--- config.mk ---
export PLATFORM = sky130hd
export DESIGN_NAME = http_response_stream_checker_unit
export DESIGN_NICKNAME = d
export VERILOG_FILES = /design/src/rtl/core/hrsc_pkg.sv /design/src/rtl/core/hrsc_in_stage.sv /design/src/rtl/core/hrsc_hdr_scan.sv /design/src/rtl/core/http_response_stream_checker_unit.sv
export SDC_FILE = /design/constraint.sdc
export NUM_CORES = 1
export LEC_CHECK = 0
export BUFFER_PORTS_ARGS = -buffer_cell sky130_fd_sc_hd__buf_2
export CAP_MARGIN = 40
export CORE_ASPECT_RATIO = 2
export CORE_MARGIN = 4
export CORE_UTILIZATION = 55
export DETAILED_ROUTE_END_ITERATION = 6
export HOLD_SLACK_MARGIN = 0.12
export PLACE_DENSITY = 0.77
export SYNTH_ARGS = -nofsm -noshare
export SYNTH_HDL_FRONTEND = slang
export SYNTH_SLANG_ARGS = --single-unit
--- constraint.sdc ---
create_clock -name clk -period 5 [get_ports clk]
set_input_delay 1.25 -clock clk [delete_from_list [all_inputs] [get_ports clk]]
set_output_delay 1.25 -clock clk [all_outputs]
set_load 0.02 [all_outputs]
--- src/rtl/core/hrsc_pkg.sv ---
// shared types, constants and character tables for the response stream checker
package hrsc_pkg;

    // fixed field widths
    localparam int POS_W    = 17;
    localparam int BODY_W   = 17;
    localparam int CAP_W    = 17;
    localparam int STATUS_W = 16;
    localparam int CODE_W   = 10;

    // verdict codes
    localparam logic [1:0] VERDICT_OK    = 2'd0;
    localparam logic [1:0] VERDICT_PARSE = 2'd1;
    localparam logic [1:0] VERDICT_TRUNC = 2'd2;

    // content-length value phases
    localparam logic [1:0] PHASE_IDLE  = 2'd0;
    localparam logic [1:0] PHASE_VALUE = 2'd1;
    localparam logic [1:0] PHASE_DONE  = 2'd2;

    // framing of the status line
    localparam int PREFIX_LEN   = 7;
    localparam int KEY_LEN      = 15;
    localparam int STATUS_FIRST = 9;
    localparam int STATUS_LAST  = 11;
    localparam int MIN_LEN      = 12;
    localparam int STATUS_MIN   = 100;
    localparam int STATUS_MAX   = 599;
    localparam int CAP_FLOOR    = 64;
    localparam int SEP_LEN      = 4;

    // characters
    localparam logic [7:0] CHAR_CR    = 8'h0D;
    localparam logic [7:0] CHAR_LF    = 8'h0A;
    localparam logic [7:0] CHAR_SPACE = 8'h20;
    localparam logic [7:0] CHAR_TAB   = 8'h09;
    localparam logic [7:0] CHAR_ZERO  = 8'h30;
    localparam logic [7:0] CHAR_NINE  = 8'h39;
    localparam logic [7:0] CHAR_UP_A  = 8'h41;
    localparam logic [7:0] CHAR_UP_Z  = 8'h5A;
    localparam logic [7:0] CHAR_LOW_C = 8'h63;
    localparam logic [7:0] CASE_GAP   = 8'h20;

    // one input request
    typedef struct packed {
        logic [7:0] data_byte;
        logic       byte_present;
        logic       is_last;
    } in_item_t;

    // control from the stream logic to the header scanner
    typedef struct packed {
        logic hdr_take;
        logic clear;
    } hdr_ctrl_t;

    // status from the header scanner
    typedef struct packed {
        logic header_ended;
        logic header_ended_next;
        logic truncated;
    } hdr_stat_t;

    // expected bytes of the "HTTP/1." prefix
    function automatic logic [7:0] prefix_char(input logic [2:0] idx);
        logic [7:0] c;
        case (idx)
            3'd0:    c = 8'h48;
            3'd1:    c = 8'h54;
            3'd2:    c = 8'h54;
            3'd3:    c = 8'h50;
            3'd4:    c = 8'h2F;
            3'd5:    c = 8'h31;
            3'd6:    c = 8'h2E;
            default: c = 8'h00;
        endcase
        return c;
    endfunction

    // expected bytes of the lower-case "content-length:" key
    function automatic logic [7:0] key_char(input logic [3:0] idx);
        logic [7:0] c;
        case (idx)
            4'd0:    c = 8'h63;
            4'd1:    c = 8'h6F;
            4'd2:    c = 8'h6E;
            4'd3:    c = 8'h74;
            4'd4:    c = 8'h65;
            4'd5:    c = 8'h6E;
            4'd6:    c = 8'h74;
            4'd7:    c = 8'h2D;
            4'd8:    c = 8'h6C;
            4'd9:    c = 8'h65;
            4'd10:   c = 8'h6E;
            4'd11:   c = 8'h67;
            4'd12:   c = 8'h74;
            4'd13:   c = 8'h68;
            4'd14:   c = 8'h3A;
            default: c = 8'h00;
        endcase
        return c;
    endfunction

endpackage

--- src/rtl/core/hrsc_in_stage.sv ---
// input register stage with valid/stall handshake
module hrsc_in_stage import hrsc_pkg::*;
(
    input  logic     clk,
    input  logic     rst_n,
    input  logic     in_valid,
    output logic     in_stall,
    input  in_item_t in_item,
    input  logic     advance,
    output logic     item_valid,
    output in_item_t item
);

    logic     valid_reg;
    logic     valid_next;
    in_item_t item_reg;
    logic     load;

    // hold the request while the result side cannot take it
    assign in_stall   = valid_reg && !advance;
    assign load       = in_valid && !in_stall;
    assign valid_next = load || (valid_reg && !advance);

    always_ff @(posedge clk or negedge rst_n)
    begin
        if (!rst_n)
        begin
            valid_reg <= 1'b0;
        end
        else
        begin
            valid_reg <= valid_next;
        end
    end

    // payload capture
    always_ff @(posedge clk)
    begin
        if (load)
        begin
            item_reg <= in_item;
        end
    end

    assign item_valid = valid_reg;
    assign item       = item_reg;

endmodule

--- src/rtl/core/hrsc_hdr_scan.sv ---
// header scanner: separator search, content-length key match and value parse
module hrsc_hdr_scan import hrsc_pkg::*;
#(
    parameter int MAX_BYTES = 65536
)
(
    input  logic              clk,
    input  logic              rst_n,
    input  hdr_ctrl_t         ctrl,
    input  logic [7:0]        data_byte,
    input  logic [BODY_W-1:0] body_count_next,
    output hdr_stat_t         stat
);

    localparam int LEN_W = $clog2(MAX_BYTES + 2);
    localparam int PW    = LEN_W + 4;
    localparam int CMP_W = (LEN_W > BODY_W) ? LEN_W : BODY_W;
    localparam logic [LEN_W-1:0] LEN_MAX = LEN_W'(MAX_BYTES);
    localparam logic [LEN_W-1:0] LEN_SAT = LEN_W'(MAX_BYTES + 1);
    localparam logic [PW-1:0]    SAT_WIDE = PW'(MAX_BYTES + 1);

    logic [2:0]       sep_reg, sep_next, sep_upd;
    logic             ended_reg, ended_next, ended_upd;
    logic [3:0]       key_reg, key_next, key_upd;
    logic [1:0]       phase_reg, phase_next, phase_upd;
    logic [LEN_W-1:0] len_reg, len_next, len_upd;
    logic             digit_reg, digit_next, digit_upd;

    logic [7:0]       low_byte;
    logic [7:0]       sep_expect;
    logic             is_blank;
    logic             is_digit;
    logic [PW-1:0]    len_prod;

    assign low_byte = (data_byte >= CHAR_UP_A && data_byte <= CHAR_UP_Z)
                      ? data_byte + CASE_GAP : data_byte;
    assign is_blank = (data_byte == CHAR_SPACE) || (data_byte == CHAR_TAB);
    assign is_digit = (data_byte >= CHAR_ZERO) && (data_byte <= CHAR_NINE);
    assign len_prod = PW'({len_reg, 3'b000}) + PW'({len_reg, 1'b0})
                    + PW'(data_byte[3:0]);

    // key match and value accumulation
    always_comb
    begin
        key_upd   = key_reg;
        phase_upd = phase_reg;
        len_upd   = len_reg;
        digit_upd = digit_reg;
        unique case (phase_reg)
            PHASE_IDLE:
            begin
                if (key_reg < 4'(KEY_LEN) && low_byte == key_char(key_reg))
                begin
                    key_upd = key_reg + 4'd1;
                    if (key_reg == 4'(KEY_LEN - 1))
                    begin
                        phase_upd = PHASE_VALUE;
                    end
                end
                else
                begin
                    key_upd = (low_byte == CHAR_LOW_C) ? 4'd1 : 4'd0;
                end
            end
            PHASE_VALUE:
            begin
                if (is_blank)
                begin
                    if (digit_reg)
                    begin
                        phase_upd = PHASE_DONE;
                    end
                end
                else if (is_digit)
                begin
                    if (len_reg > LEN_MAX || len_prod > SAT_WIDE)
                    begin
                        len_upd = LEN_SAT;
                    end
                    else
                    begin
                        len_upd = len_prod[LEN_W-1:0];
                    end
                    digit_upd = 1'b1;
                end
                else
                begin
                    phase_upd = PHASE_DONE;
                end
            end
            default:
            begin
                phase_upd = phase_reg;
            end
        endcase
    end

    // blank-line separator search
    assign sep_expect = sep_reg[0] ? CHAR_LF : CHAR_CR;

    always_comb
    begin
        ended_upd = ended_reg;
        if (data_byte == sep_expect)
        begin
            sep_upd = sep_reg + 3'd1;
            if (sep_reg == 3'(SEP_LEN - 1))
            begin
                ended_upd = 1'b1;
            end
        end
        else
        begin
            sep_upd = (data_byte == CHAR_CR) ? 3'd1 : 3'd0;
        end
    end

    // next state: clear at end of response, else apply header byte
    always_comb
    begin
        if (ctrl.clear)
        begin
            sep_next   = 3'd0;
            ended_next = 1'b0;
            key_next   = 4'd0;
            phase_next = PHASE_IDLE;
            len_next   = '0;
            digit_next = 1'b0;
        end
        else if (ctrl.hdr_take)
        begin
            sep_next   = sep_upd;
            ended_next = ended_upd;
            key_next   = key_upd;
            phase_next = phase_upd;
            len_next   = len_upd;
            digit_next = digit_upd;
        end
        else
        begin
            sep_next   = sep_reg;
            ended_next = ended_reg;
            key_next   = key_reg;
            phase_next = phase_reg;
            len_next   = len_reg;
            digit_next = digit_reg;
        end
    end

    always_ff @(posedge clk or negedge rst_n)
    begin
        if (!rst_n)
        begin
            sep_reg   <= 3'd0;
            ended_reg <= 1'b0;
            key_reg   <= 4'd0;
            phase_reg <= PHASE_IDLE;
            len_reg   <= '0;
            digit_reg <= 1'b0;
        end
        else
        begin
            sep_reg   <= sep_next;
            ended_reg <= ended_next;
            key_reg   <= key_next;
            phase_reg <= phase_next;
            len_reg   <= len_next;
            digit_reg <= digit_next;
        end
    end

    // status as seen after this request's byte
    always_comb
    begin
        stat.header_ended = ended_reg;
        if (ctrl.hdr_take)
        begin
            stat.header_ended_next = ended_upd;
            stat.truncated = digit_upd
                             && (CMP_W'(len_upd) != CMP_W'(body_count_next));
        end
        else
        begin
            stat.header_ended_next = ended_reg;
            stat.truncated = digit_reg
                             && (CMP_W'(len_reg) != CMP_W'(body_count_next));
        end
    end

endmodule

--- src/rtl/core/http_response_stream_checker_unit.sv ---
// a request passes through the input register and then the result register
// throughput: one request per cycle while results are taken; under a stalled result
// one more request waits in the input register, then the input side stalls
// the result register frees the input side as soon as the result is taken
// reset clears all parsing state and sets capacity to 65536 (clamped)
// each request gives exactly one result; a last request returns parsing state to reset
module http_response_stream_checker_unit import hrsc_pkg::*;
#(
    parameter int MAX_BYTES = 65536
)
(
    input  logic              clk,
    input  logic              rst_n,
    input  logic              cfg_write_en,
    input  logic [CAP_W-1:0]  cfg_write_data,
    input  logic              in_valid,
    output logic              in_stall,
    input  logic [7:0]        data_byte,
    input  logic              byte_present,
    input  logic              is_last,
    output logic              out_valid,
    input  logic              out_stall,
    output logic              body_valid,
    output logic [7:0]        body_byte,
    output logic              done_res,
    output logic [1:0]        verdict,
    output logic [CODE_W-1:0] status_code,
    output logic [BODY_W-1:0] body_length
);

    localparam int CAP_RESET_INT = (MAX_BYTES < 65536) ? MAX_BYTES : 65536;
    localparam logic [CAP_W-1:0] CAP_RESET = CAP_W'(CAP_RESET_INT);
    localparam logic [31:0]      MAX_WIDE  = 32'(MAX_BYTES);

    in_item_t   in_item;
    in_item_t   item;
    logic       item_valid;
    logic       out_free;
    logic       step;

    logic [CAP_W-1:0]           cap_reg, cap_next;
    logic [POS_W-1:0]           pos_reg, pos_next, pos_upd;
    logic                       prefix_reg, prefix_next, prefix_upd;
    logic signed [STATUS_W-1:0] status_reg, status_next, status_upd;
    logic [BODY_W-1:0]          body_reg, body_next, body_upd;

    logic       take;
    logic       body_take;
    logic       parse_err;
    logic [1:0] verdict_calc;
    logic signed [STATUS_W-1:0] status_digit;

    hdr_ctrl_t  hdr_ctrl;
    hdr_stat_t  hdr_stat;

    logic              out_valid_reg;
    logic              body_valid_reg;
    logic [7:0]        body_byte_reg;
    logic              done_reg;
    logic [1:0]        verdict_reg;
    logic [CODE_W-1:0] status_code_reg;
    logic [BODY_W-1:0] body_length_reg;

    // input register
    assign in_item.data_byte    = data_byte;
    assign in_item.byte_present = byte_present;
    assign in_item.is_last      = is_last;

    assign out_free = !out_valid_reg || !out_stall;
    assign step     = item_valid && out_free;

    hrsc_in_stage u_in_stage (
        .clk        (clk),
        .rst_n      (rst_n),
        .in_valid   (in_valid),
        .in_stall   (in_stall),
        .in_item    (in_item),
        .advance    (out_free),
        .item_valid (item_valid),
        .item       (item)
    );

    // capacity register, stored already clamped
    always_comb
    begin
        if (cfg_write_data < CAP_W'(CAP_FLOOR))
        begin
            cap_next = CAP_W'(CAP_FLOOR);
        end
        else if (32'(cfg_write_data) > MAX_WIDE)
        begin
            cap_next = CAP_W'(MAX_BYTES);
        end
        else
        begin
            cap_next = cfg_write_data;
        end
    end

    always_ff @(posedge clk or negedge rst_n)
    begin
        if (!rst_n)
        begin
            cap_reg <= CAP_RESET;
        end
        else if (cfg_write_en)
        begin
            cap_reg <= cap_next;
        end
    end

    // byte acceptance and routing
    assign take      = item.byte_present && (pos_reg < cap_reg);
    assign body_take = take && hdr_stat.header_ended;

    assign hdr_ctrl.hdr_take = step && take && !hdr_stat.header_ended;
    assign hdr_ctrl.clear    = step && item.is_last;

    hrsc_hdr_scan #(
        .MAX_BYTES (MAX_BYTES)
    ) u_hdr_scan (
        .clk             (clk),
        .rst_n           (rst_n),
        .ctrl            (hdr_ctrl),
        .data_byte       (item.data_byte),
        .body_count_next (body_upd),
        .stat            (hdr_stat)
    );

    // prefix check, status digits, position and body count
    assign status_digit = $signed({8'b0, item.data_byte}) - STATUS_W'(48);

    always_comb
    begin
        prefix_upd = prefix_reg;
        status_upd = status_reg;
        if (take && pos_reg < POS_W'(PREFIX_LEN)
            && item.data_byte != prefix_char(pos_reg[2:0]))
        begin
            prefix_upd = 1'b0;
        end
        if (take && pos_reg >= POS_W'(STATUS_FIRST) && pos_reg <= POS_W'(STATUS_LAST))
        begin
            status_upd = (status_reg <<< 3) + (status_reg <<< 1) + status_digit;
        end
        pos_upd  = take ? pos_reg + POS_W'(1) : pos_reg;
        body_upd = body_take ? body_reg + BODY_W'(1) : body_reg;
    end

    // verdict for the end of a response
    assign parse_err = (pos_upd < POS_W'(MIN_LEN)) || !prefix_upd
                       || (status_upd < STATUS_W'(STATUS_MIN))
                       || (status_upd > STATUS_W'(STATUS_MAX))
                       || !hdr_stat.header_ended_next;

    always_comb
    begin
        if (parse_err)
        begin
            verdict_calc = VERDICT_PARSE;
        end
        else if (hdr_stat.truncated)
        begin
            verdict_calc = VERDICT_TRUNC;
        end
        else
        begin
            verdict_calc = VERDICT_OK;
        end
    end

    // stream state update
    always_comb
    begin
        if (item.is_last)
        begin
            pos_next    = '0;
            prefix_next = 1'b1;
            status_next = '0;
            body_next   = '0;
        end
        else
        begin
            pos_next    = pos_upd;
            prefix_next = prefix_upd;
            status_next = status_upd;
            body_next   = body_upd;
        end
    end

    always_ff @(posedge clk or negedge rst_n)
    begin
        if (!rst_n)
        begin
            pos_reg    <= '0;
            prefix_reg <= 1'b1;
            status_reg <= '0;
            body_reg   <= '0;
        end
        else if (step)
        begin
            pos_reg    <= pos_next;
            prefix_reg <= prefix_next;
            status_reg <= status_next;
            body_reg   <= body_next;
        end
    end

    // result register
    always_ff @(posedge clk or negedge rst_n)
    begin
        if (!rst_n)
        begin
            out_valid_reg <= 1'b0;
        end
        else if (out_free)
        begin
            out_valid_reg <= item_valid;
        end
    end

    always_ff @(posedge clk)
    begin
        if (step)
        begin
            body_valid_reg  <= body_take;
            body_byte_reg   <= body_take ? item.data_byte : 8'd0;
            done_reg        <= item.is_last;
            verdict_reg     <= item.is_last ? verdict_calc : VERDICT_OK;
            status_code_reg <= (item.is_last && verdict_calc == VERDICT_OK)
                               ? status_upd[CODE_W-1:0] : '0;
            body_length_reg <= (item.is_last && verdict_calc == VERDICT_OK)
                               ? body_upd : '0;
        end
    end

    assign out_valid   = out_valid_reg;
    assign body_valid  = body_valid_reg;
    assign body_byte   = body_byte_reg;
    assign done_res    = done_reg;
    assign verdict     = verdict_reg;
    assign status_code = status_code_reg;
    assign body_length = body_length_reg;

endmodule

==> results of run 1 <==
kinds of logic after synthesis:
family | after synthesis
muxes | 17
DFF | 147
buffers and inverters | 151
xor gates and xnor gates | 73
and+or+nand+nor | 464
adders and majority gates | 99
AOI/OAI and AO/OA | 388
cell usage in the layout (no fill, tap or decap), drive strengths merged, types with 13 or more instances in the layout:
cell	count
a211oi	14
a21o	19
a21oi	81
a22o	19
a31oi	23
and3	20
buf	187
clkbuf	19
dfrtp	96
edfxtp	49
fa	15
ha	84
inv	81
mux2i	14
nand2	122
nand2b	13
nand3	39
nand4	35
nor2	80
nor3	60
nor4	23
o21ai	111
o22ai	14
o31ai	20
xnor2	46
xor2	27
worst min-delay path by stage:
stage / endpoint / slack [ns] / cells after the start
6_report: u_hdr_scan.sep_reg[1] / 0.49 / 2
5_1_grt: u_hdr_scan.sep_reg[1] / 0.52 / 2
4_1_cts: u_hdr_scan.sep_reg[2] / 0.49 / 2
3_5_place_dp: u_hdr_scan.sep_reg[2] / 0.48 / 2
3_3_place_gp: u_hdr_scan.sep_reg[2] / 0.46 / 2
2_1_floorplan: u_hdr_scan.sep_reg[2] / 0.45 / 2
repair_timing:
| action | 4_1_cts | 5_1_grt |
|---|---|---|
| hold buffers | 0 | 0 |
| setup endpoints to repair | 0 | 28 |
| gates resized for setup | 0 | 11 |
| endpoints found under the hold margin | 0 | 0 |
| setup buffers | 0 | 6 |
power breakdown:
group          switching [mW]  internal (mW)  total, mW
clock                   0.577          0.692       1.27
sequential             0.0323           1.30       1.33
combinational           0.284          0.140      0.424
total                   0.893           2.13       3.02
metal layers:
layer	up-vias	part of all wire	track usage
met2	547	0.53	0.647
met4	0	0.11	0.335
li1	5247	-	-
met3	264	0.052	0.0692
met5	-	0	0
met1	5604	0.30	0.313
Yosys cell counts (14+ instances only):
cell type | n | share of area
sky130_fd_sc_hd__nor4_1 | 17 | 0.0090
sky130_fd_sc_hd__a21oi_1 | 78 | 0.033
sky130_fd_sc_hd__fa_1 | 15 | 0.025
sky130_fd_sc_hd__o31ai_1 | 20 | 0.013
sky130_fd_sc_hd__edfxtp_1 | 49 | 0.12
sky130_fd_sc_hd__xnor2_1 | 46 | 0.034
sky130_fd_sc_hd__a22o_1 | 19 | 0.014
sky130_fd_sc_hd__dfrtp_1 | 96 | 0.20
sky130_fd_sc_hd__nand4_1 | 35 | 0.019
sky130_fd_sc_hd__nand3_1 | 39 | 0.017
sky130_fd_sc_hd__a21o_1 | 19 | 0.012
sky130_fd_sc_hd__xor2_1 | 26 | 0.019
sky130_fd_sc_hd__mux2i_1 | 14 | 0.012
sky130_fd_sc_hd__nor3_2 | 23 | 0.019
sky130_fd_sc_hd__nand2_1 | 120 | 0.038
sky130_fd_sc_hd__nor3_1 | 37 | 0.016
sky130_fd_sc_hd__ha_1 | 84 | 0.089
sky130_fd_sc_hd__a31oi_1 | 21 | 0.011
sky130_fd_sc_hd__clkbuf_1 | 49 | 0.016
sky130_fd_sc_hd__nor2_1 | 80 | 0.025
sky130_fd_sc_hd__and3_1 | 19 | 0.010
sky130_fd_sc_hd__inv_1 | 76 | 0.024
sky130_fd_sc_hd__o22ai_1 | 14 | 0.0074
sky130_fd_sc_hd__o21ai_0 | 106 | 0.045
per-stage QoR:
step / setup WS, ns / instance area, um^2 / TNS (ns) / power (mW) / utilization
detailed placement: 0.122 / 13000 / 0 / 1.77 / 0.616
global route: -0.0441 / 13700 / -0.0589 / 3.12 / 0.647
CTS: 0.0845 / 13600 / 0 / 3.02 / 0.642
floorplan: 0.282 / 11800 / 0 / 1.60 / -
global placement: 0.237 / 13000 / 0 / 1.75 / 0.615
finish: 0.199 / 13700 / 0 / 3.02 / 0.647
worst max-delay path, cell delays in order (launching register included):
cell                       delay (ns)
sky130_fd_sc_hd__edfxtp_1        0.45
sky130_fd_sc_hd__ha_1            0.27
sky130_fd_sc_hd__xor2_1          0.17
sky130_fd_sc_hd__fa_1            0.49
sky130_fd_sc_hd__inv_1           0.04
sky130_fd_sc_hd__ha_1            0.32
sky130_fd_sc_hd__or4_1           0.50
sky130_fd_sc_hd__o21ai_0         0.09
sky130_fd_sc_hd__a21oi_1         0.09
sky130_fd_sc_hd__a21o_1          0.21
sky130_fd_sc_hd__nand2_1         0.08
sky130_fd_sc_hd__a21oi_1         0.10
sky130_fd_sc_hd__nand2b_1        0.15
sky130_fd_sc_hd__a31oi_1         0.21
sky130_fd_sc_hd__xnor2_1         0.09
sky130_fd_sc_hd__mux2_2          0.28
sky130_fd_sc_hd__or4_1           0.54
sky130_fd_sc_hd__buf_6           0.22
sky130_fd_sc_hd__a311oi_1        0.30
final cells by class:
cell class | instances | share of cell area
Sequential cell | 147 | 0.288
Inverter | 77 | 0.0212
Clock inverter | 13 | 0.00926
Tap cell | 269 | 0.0246
Timing Repair Buffer | 187 | 0.0915
Clock buffer | 19 | 0.0317
Multi-Input combinational cell | 1042 | 0.534
==> summary.txt, run 1 <==
Outcome
  – Run status: finished, final reports clean

Synthesis
  – Unique cell type count in the Yosys netlist: slightly above 90
  – Net Count, Synth: 1,470
  – Area share of and/or/nand/nor cells after synthesis: 0.213
  – Adder-cell share of the synthesized area: 0.114
  – Post-Synthesis Cells: 1,339
  – Multiplexer share of the synthesized area: 0.0147
  – Ys async rst share: 0.667
  – Post-synth EDFFs: 49
  – Register area share after synthesis: 0.332
  – Post-synth top flop: sky130_fd_sc_hd__dfrtp_1
  – Number of warnings printed during yosys synthesis: 0
  – Flops & latches, synth: 147
  – Fraction of the mapped netlist area in compound gates: 0.216
  – Synth Cell Area: roughly 12,000 um^2
  – Post-synthesis xor/xnor area fraction: 0.0547
  – Syn_area_per_cell: 8.83 um^2
  – Combinational family with the most area after synthesis: compound AO/OA/AOI/OAI gates

Timing
  – Worst slew margin relative to its limit: 0.435
  – Final hold slack: 0.491 ns
  – Setup violators final: 0
  – Final Max Tran Viols: 0
  – Final critical path time including I/O delays and setup: between 4 and 5 ns
  – Final clock skew: 0.0113 ns
  – Worst Max-Slew Pin Slew: 0.848 ns
  – Highest attainable clock frequency: roughly 210 MHz
  – Final hold violation count: 0
  – Final Cycle Share: 0.960

Placed design
  – Placer Congestion: 1.01
  – Number of cells in the design after placement: 1,715
  – HPWL after DPL: 32,500 um
  – Input/output buffers: 72

Route
  – Remaining routing DRC violations: 0
  – Starting DRC count in detailed routing: 966
  – Vias: 11,700
  – Via-per-instance ratio: approximately 6.6
  – Wire per inst: 24.2 um
  – Post-detailed-route count of antenna-violating nets: 0
  – Detailed-routing iteration count for the pre-antenna-repair pass: 6
  – Final wirelength: 42,500 um

Floorplan
  – Die Area: 24,000 um^2
  – # rows: 75
  – Vertical extent of the die: between 200 and 250 um
  – Effective utilization at floorplan: 0.560
  – Boundary pin count: 73
  – Die width: 112 um
  – Area of the placeable core: 21,100 um^2

Worst setup path
  – RR Endpoint: verdict[1]
  – Critical path required time: 5.26 ns
  – Depth of the worst register-to-register path: 18
  – Beginning of the critical path: u_in_stage.item[7]
  – Reg2Reg Setup Slack: 0.20 ns
  – Capturing instance or port of the critical path: verdict[1]
  – Crit path launch type: register
  – Setup CP Type: reg -> reg
  – CP Capture Type: register
  – Crit Reg-Reg Startpoint: u_in_stage.item[7]
  – Data arrival at the endpoint of the critical path: 5.07 ns
  – Worst-path fanout max: 28

Power and ir drop
  – Largest vdd supply drop: 243 uV
  – P_leak: 6.01 nW
  – Power per unit of standard cell area: roughly 220 nW/um^2

Clock network
  – Clock sink count: 147
  – Clk_lat worst skew: 0.45 ns
  – CTS clk-pin slew, worst paths: roughly 0.07 ns
  – Number of H-tree levels: 4
  – Clock tree from TritonCTS: built
  – Buffer type at the clock tree root: sky130_fd_sc_hd__clkbuf_16
  – Clock Path Buffers: 2
  – Clock buffers created by TritonCTS: 17

Global route
  – Pin count of the biggest net entering global routing: 64
  – Gr ovfl total: 0
  – Global router's overall resource usage: 0.354
  – Vias in the first global route: 12,200
  – Number of antenna violations at the first check in global routing: 0
  – Global-route wire length before repair: 65,600 um

Final layout
  – Number of fillers in the final layout: 1,818
  – Number of nets at the end of the flow: between 1,500 and 2,000
  – Layout area overhead: 15.5%
  – Footprint of the flip-flops and latches: 3930 um^2
  – Fraction of final layout cells with drive strength greater than 1: 0.188
  – Multi-input combinational cell area: 7290 um^2
  – Antenna cell count: 0
  – Final cell count without fillers: 1,754

Flow run
  – Number of violations of the max-capacitance limit: 0

Worst hold path
  – Startpoint of the most critical hold path: u_hdr_scan.sep_reg[1]
  – Hold Crit Class: reg -> reg
Note: power is estimated with default switching activity, not from simulation.
==> run 2, diff against run 1 <==
PLACE_DENSITY = 0.72   (was 0.77)
==> run 2 against run 1 <==
  * Non-clock buffer count down 3
  * Utilization increased by 0.29 points
  * Cell area up 0.45%
  * Hold slack improved by 0.0081 ns
  * Sequential power about the same
  * Wire length is 0.94% higher
  * Combinational power increased by 3%
  * Clock power up 7%
  * Critical endpoint is now body_length[16]
  * First-iteration DRC count rose by 4.1%
  * Global-route usage grew 0.51 points
  * Critical path depth decreased by 4
==> summary.txt, run 2 (synthesized netlist as in run 1, its figures left out) <==
Worst setup path
  – Worst-path fanout max: 12
  – Data arrival at the endpoint of the critical path: approximately 5.2 ns
  – Crit path launch type: register
  – Setup CP Type: reg -> reg
  – Depth of the worst register-to-register path: 14
  – CP Capture Type: register
  – Critical path required time: ~5.3 ns

Final layout
  – Multi-input combinational cell area: 7320 um^2
  – Layout area overhead: 16.0%
  – Most frequent cells in the layout: sky130_fd_sc_hd__nand2_1 (120), sky130_fd_sc_hd__buf_4 (110), sky130_fd_sc_hd__o21ai_0 (106)
  – Leading cell type in the layout, fill and taps excluded: sky130_fd_sc_hd__nand2_1
  – Fraction of final layout cells with drive strength greater than 1: 0.190
  – Number of fillers in the final layout: 1,830
  – Footprint of the flip-flops and latches: 3930 um^2
  – Utilization of the core after routing: 0.650
  – Final cell count without fillers: ~1,800
  – Number of nets at the end of the flow: approximately 1,600

Power and ir drop
  – Power per unit of standard cell area: ~230 nW/um^2
  – Largest vdd supply drop: 196 uV
  – P_leak: a little over 6 nW

Global route
  – Pin count of the biggest net entering global routing: 63
  – Vias in the first global route: 12,300
  – Number of antenna violations at the first check in global routing: 1
  – Global-route wire length before repair: about 67,000 um
  – Gr ovfl total: 0
  – Global router's overall resource usage: 0.360

Placed design
  – Placer Congestion: 1.03
  – Input/output buffers: 72
  – Number of cells in the design after placement: 1,709
  – HPWL after DPL: 33,000 um

Timing
  – Final hold slack: roughly 0.50 ns
  – Setup violators final: 0
  – Worst Max-Slew Pin Slew: about 0.78 ns
  – Final hold violation count: 0
  – Final critical path time including I/O delays and setup: 4.88 ns
  – Final Cycle Share: 0.977
  – Final Max Tran Viols: 0
  – Highest attainable clock frequency: about 200 MHz
  – Final clock skew: 0.0105 ns
  – Worst slew margin relative to its limit: 0.476

Worst hold path
  – Number of cells on the worst hold path: 1
  – Hold Crit Class: reg -> reg

Clock network
  – Clock Path Buffers: 2
  – CTS clk-pin slew, worst paths: 0.07 ns
  – Buffer type at the clock tree root: sky130_fd_sc_hd__clkbuf_16
  – Number of H-tree levels: 4
  – Clk_lat worst skew: 0.44 ns
  – Number of buffers inserted by hold repair at cts: 0
  – Clock buffers created by TritonCTS: 17
  – Clock tree from TritonCTS: built
  – Clock sink count: 147

Route
  – Remaining routing DRC violations: 0
  – Post-detailed-route count of antenna-violating nets: 0
  – Wire per inst: 24.5 um
  – Via-per-instance ratio: 6.68
  – Detailed-routing iteration count for the pre-antenna-repair pass: 6
  – Vias: 11,700
  – Starting DRC count in detailed routing: slightly above 1,000
  – Final wirelength: 42,900 um

Flow run
  – Number of violations of the max-capacitance limit: 0

Floorplan
  – Boundary pin count: 73
  – Effective utilization at floorplan: 0.560
  – Vertical extent of the die: between 200 and 250 um
  – Die width: 112 um
  – # rows: 75
  – Area of the placeable core: 21,100 um^2
  – Die Area: 24,000 um^2

Outcome
  – Run status: finished, final reports clean
==> run 2: cell types whose count changed in the layout (fill, tap and decap cells not counted), sizes merged <==
cell / previous run / this run
clkinv: 4 / 3
a31oi: 23 / 22
bufinv: 1 / 2
clkbuf: 19 / 18
clkinvlp: 4 / 0
inv: 81 / 87
buf: 187 / 183
diode: 0 / 1
==> run 2: critical path: stages (launching register included) <==
cell and delay [ns]:
sky130_fd_sc_hd__dfrtp_1 0.52, sky130_fd_sc_hd__ha_1 0.27, sky130_fd_sc_hd__ha_1 0.30, sky130_fd_sc_hd__or4_1 0.58
sky130_fd_sc_hd__nor4_2 0.30, sky130_fd_sc_hd__nand4_1 0.34, sky130_fd_sc_hd__o2bb2ai_1 0.24, sky130_fd_sc_hd__nor4_2 0.29
sky130_fd_sc_hd__a21bo_2 0.30, sky130_fd_sc_hd__o22a_1 0.20, sky130_fd_sc_hd__a2111oi_0 0.46, sky130_fd_sc_hd__o2111a_1 0.33
sky130_fd_sc_hd__a31oi_4 0.19, sky130_fd_sc_hd__buf_4 0.20, sky130_fd_sc_hd__nor3b_1 0.19
==> run 2: worst paths after layout <==
kind                                         from                     to  slack (ns)
min reg2reg                 u_in_stage.item_valid              out_valid        0.50
min in group asynchronous                   rst_n             cap_reg[1]        0.65
max                        u_hdr_scan.len_reg[14]        body_length[16]        0.12
min                         u_in_stage.item_valid              out_valid        0.50
max reg2reg                u_hdr_scan.len_reg[14]        body_length[16]        0.12
max in group asynchronous                   rst_n  u_hdr_scan.key_reg[3]        3.72
==> run 2: per-layer routing <==
| metal | routed length (um) | global-route usage |
|---|---|---|
| met1 | 12700 | 0.315 |
| met2 | 23400 | 0.673 |
| met3 | 2280 | 0.0692 |
| met4 | 4560 | 0.311 |
| met5 | 0 | 0 |
==> run 2: stage by stage <==
stage                     setup TNS [ns]  power, mW  instance area, um^2  setup WS [ns]
after CTS                              0       3.12                13600         0.0631
after global placement                 0       1.76                12900        0.00984
after global routing             -0.0698       3.23                13700        -0.0151
after floorplan                        0       1.60                11800          0.282
after detailed placement          -0.228       1.78                13000        -0.0514
final                                  0       3.12                13700          0.117
==> run 2: repair_timing <==
item	4_1_cts	5_1_grt
pin swaps	0	2
buffers inserted	0	8
resized for setup	1	15
setup endpoints to repair	5	28
cloned	0	0
==> run 2: final cells by class <==
| class | count | area share |
|---|---|---|
| multi-input combinational | 1041 | 0.534 |
| sequential | 147 | 0.286 |
| timing repair buffer | 184 | 0.0901 |
| clock buffer | 17 | 0.0310 |
| tap | 269 | 0.0245 |
| inverter | 77 | 0.0211 |
| clock inverter | 15 | 0.0132 |
| antenna | 1 | 0.000182 |
==> run 2: power breakdown <==
group,internal (mW),switching (mW)
logic,0.147,0.291
clock network,0.760,0.599
registers,1.29,0.0311
total,2.20,0.921
==> run 3, diff against run 2 <==
CORE_UTILIZATION = 60   (was 55)
CTS_CLUSTER_SIZE = 24   (was unset)
PLACE_DENSITY = 0.75   (was 0.72)
clock period = 5.2 ns   (was 5 ns; I/O delays follow)
==> run 3 against run 2 <==
  * Utilization increased by 4.6 points
  * Clock-buffer cell count unchanged
  * Clock skew up 0.0035 ns
  * Non-clock buffer count decreased by 23
  * Global-route usage increased by 3.4 points
  * Setup slack improved by 0.071 ns
  * Wire length is 1.2% lower
  * Fmax decreased by 2.6%
  * Critical endpoint is now status_code[5]
  * Largest cell class unchanged
  * Largest power group is now sequential cells
  * Highest routed layer unchanged
==> summary.txt, run 3 (synthesized netlist as in run 1, its figures left out) <==
Outcome
  – Run status: finished, final reports clean

Clock network
  – CTS clk-pin slew, worst paths: 0.07 ns
  – Buffer type at the clock tree root: sky130_fd_sc_hd__clkbuf_16
  – Number of H-tree levels: 4
  – Clock sink count: 147
  – Clk_lat worst skew: ~0.46 ns
  – Clock Path Buffers: 2
  – Clock tree from TritonCTS: built
  – Clock buffers created by TritonCTS: 17

Worst hold path
  – Hold Crit Class: reg -> reg

Worst setup path
  – Chain of cells forming the critical path: ha_1 -> o2111ai_1 -> a21o_1 -> a21oi_2 -> nor2_1 -> buf_4 -> xnor2_1 -> a2bb2oi_1 -> a21oi_1 -> or4b_1 -> nor4_4 -> a31oi_4 -> buf_4 -> nor3_2
  – Cell count along the critical path: 14
  – Critical path required time: 5.50 ns
  – Beginning of the critical path: pos_reg[10]
  – Sum of buffers and inverters on the critical path: 2
  – RR Endpoint: status_code[5]
  – Most used cell, CP: sky130_fd_sc_hd__buf_4
  – Depth of the worst register-to-register path: 14
  – Top cell family by delay on the critical path: compound AO/OA/AOI/OAI gates
  – Master of the slowest instance on the critical path: sky130_fd_sc_hd__xnor2_1
  – Crit path launch type: register
  – Capturing instance or port of the critical path: status_code[5]
  – Crit Reg-Reg Startpoint: pos_reg[10]
  – CP Capture Type: register
  – Setup CP Type: reg -> reg
  – Worst-path fanout max: 13
  – Stage delay of the slowest cell on the critical path: just over 0.8 ns
  – Data arrival at the endpoint of the critical path: 5.31 ns
  – Reg2Reg Setup Slack: 0.19 ns

Route
  – Final wirelength: 42,400 um
  – Routed met1 length: 12,800 um
  – Met2 layer wire length in the routed design: between 20,000 and 25,000 um
  – Post-detailed-route count of antenna-violating nets: 0
  – Metal3 WL: 2590 um
  – Topmost layer with routed signal wires: met4
  – Detailed-routing iteration count for the pre-antenna-repair pass: 6
  – Remaining routing DRC violations: 0
  – Via-per-instance ratio: between 6 and 7
  – Wire per inst: 24.7 um
  – Vias: between 10,000 and 15,000
  – Starting DRC count in detailed routing: 895

Timing
  – Setup slack of the critical path after layout: around 0.19 ns
  – Highest attainable clock frequency: roughly 200 MHz
  – Final critical path time including I/O delays and setup: 5.01 ns
  – Final Max Tran Viols: 0
  – Final clock skew: approximately 0.014 ns
  – Final Cycle Share: 0.964
  – Worst Max-Slew Pin Slew: between 1 and 1.5 ns
  – Final hold slack: between 0.4 and 0.5 ns
  – Final hold violation count: 0
  – Setup violators final: 0
  – Worst slew margin relative to its limit: 0.311

Global route
  – Pin count of the biggest net entering global routing: 63
  – Global router's overall resource usage: 0.394
  – Number of antenna violations at the first check in global routing: 0
  – Gr ovfl total: 0
  – Global-route wire length before repair: between 60,000 and 70,000 um
  – Vias in the first global route: around 12,000

Final layout
  – Design Area, Final: between 10,000 and 15,000 um^2
  – Leading cell type in the layout, fill and taps excluded: sky130_fd_sc_hd__nand2_1
  – Layout area overhead: 14.0%
  – Fraction of final layout cells with drive strength greater than 1: 0.173
  – Number of nets at the end of the flow: 1,577
  – Antenna cell count: 0
  – Utilization of the core after routing: 0.696
  – Number of fillers in the final layout: 1,591
  – Most frequent cells in the layout: sky130_fd_sc_hd__nand2_1 (120), sky130_fd_sc_hd__o21ai_0 (106), sky130_fd_sc_hd__dfrtp_1 (96)

Power and ir drop
  – P_leak: a little under 6 nW
  – Power per unit of standard cell area: 219 nW/um^2
  – Largest vdd supply drop: 173 uV
  – Overall power of the completed layout: 2.96 mW

Placed design
  – Placer Congestion: 1.02
  – Placed cell areas: around 13,000 um^2
  – Input/output buffers: 72
  – Setup WS pre-CTS: around 0.28 ns
  – HPWL after DPL: approximately 32,000 um

Floorplan
  – Die Area: 22,100 um^2
  – Effective utilization at floorplan: 0.610
  – # rows: between 70 and 80
  – Vertical extent of the die: 207 um
  – Area of the placeable core: 19,400 um^2
  – Boundary pin count: 73
  – Die width: 107 um

Flow run
  – Number of violations of the max-capacitance limit: 0
## run 3: cell types whose count changed in the layout (fill, tap and decap cells not counted), sizes merged
cell,delta
a31oi,+1
buf,-23
clkinv,+2
diode,-1
bufinv,-1
inv,-1
## run 3: stage by stage
stage | TNS [ns] | std cells
3_3_place_gp | 0 | 1677
2_1_floorplan | 0 | 1339
4_1_cts | 0 | 1710
6_report | 0 | 1718
5_1_grt | -1.98 | 1718
3_5_place_dp | 0 | 1678
## run 3: area by class of cell
cell class | instances | area (um^2) | share of cell area
clock buffer | 17 | 425 | 0.0316
clock inverter | 15 | 163 | 0.0121
inverter | 77 | 289 | 0.0215
multi-input combinational | 1042 | 7300 | 0.541
sequential | 147 | 3930 | 0.291
tap | 259 | 324 | 0.0241
timing repair buffer | 161 | 1050 | 0.0780
## run 3: report_power, final
part | switching [mW] | total, mW | internal [mW]
logic | 0.276 | 0.411 | 0.135
registers | 0.0296 | 1.27 | 1.24
clock network | 0.587 | 1.27 | 0.683
total | 0.893 | 2.96 | 2.06
## run 3: worst register-to-register path: cells and delay by family, from the launching register on
family,cells,cell delay (ns)
AOI/OAI and AO/OA,6,1.54
xor gates and xnor gates,1,0.81
adders and majority gates,1,0.34
buffers and inverters,2,0.45
DFF,1,0.47
and+or+nand+nor,4,1.26
## run 3: worst min-delay path by stage
stage,from,to,slack [ns],cells past startpoint
after detailed placement,u_hdr_scan.sep_reg[2],u_hdr_scan.sep_reg[2],0.48,2
after global placement,u_hdr_scan.sep_reg[2],u_hdr_scan.sep_reg[2],0.46,2
after floorplan,u_hdr_scan.sep_reg[2],u_hdr_scan.sep_reg[2],0.45,2
after CTS,u_hdr_scan.sep_reg[2],u_hdr_scan.sep_reg[2],0.50,2
after global routing,u_in_stage.item_valid,out_valid,0.53,1
final,u_hdr_scan.sep_reg[2],u_hdr_scan.sep_reg[2],0.50,2
## run 3: per-layer routing
| layer | up-vias | track usage |
|---|---|---|
| met5 | - | 0 |
| met4 | 0 | 0.370 |
| met3 | 287 | 0.0857 |
| met2 | 587 | 0.709 |
| met1 | 5620 | 0.354 |
| li1 | 5207 | - |
## run 3: timing repair
item                                    in CTS  in global routing
hold buffers                                 0                  0
endpoints found under the setup margin       0                 22
resized for setup                            0                  7
buffers inserted                             0                  6
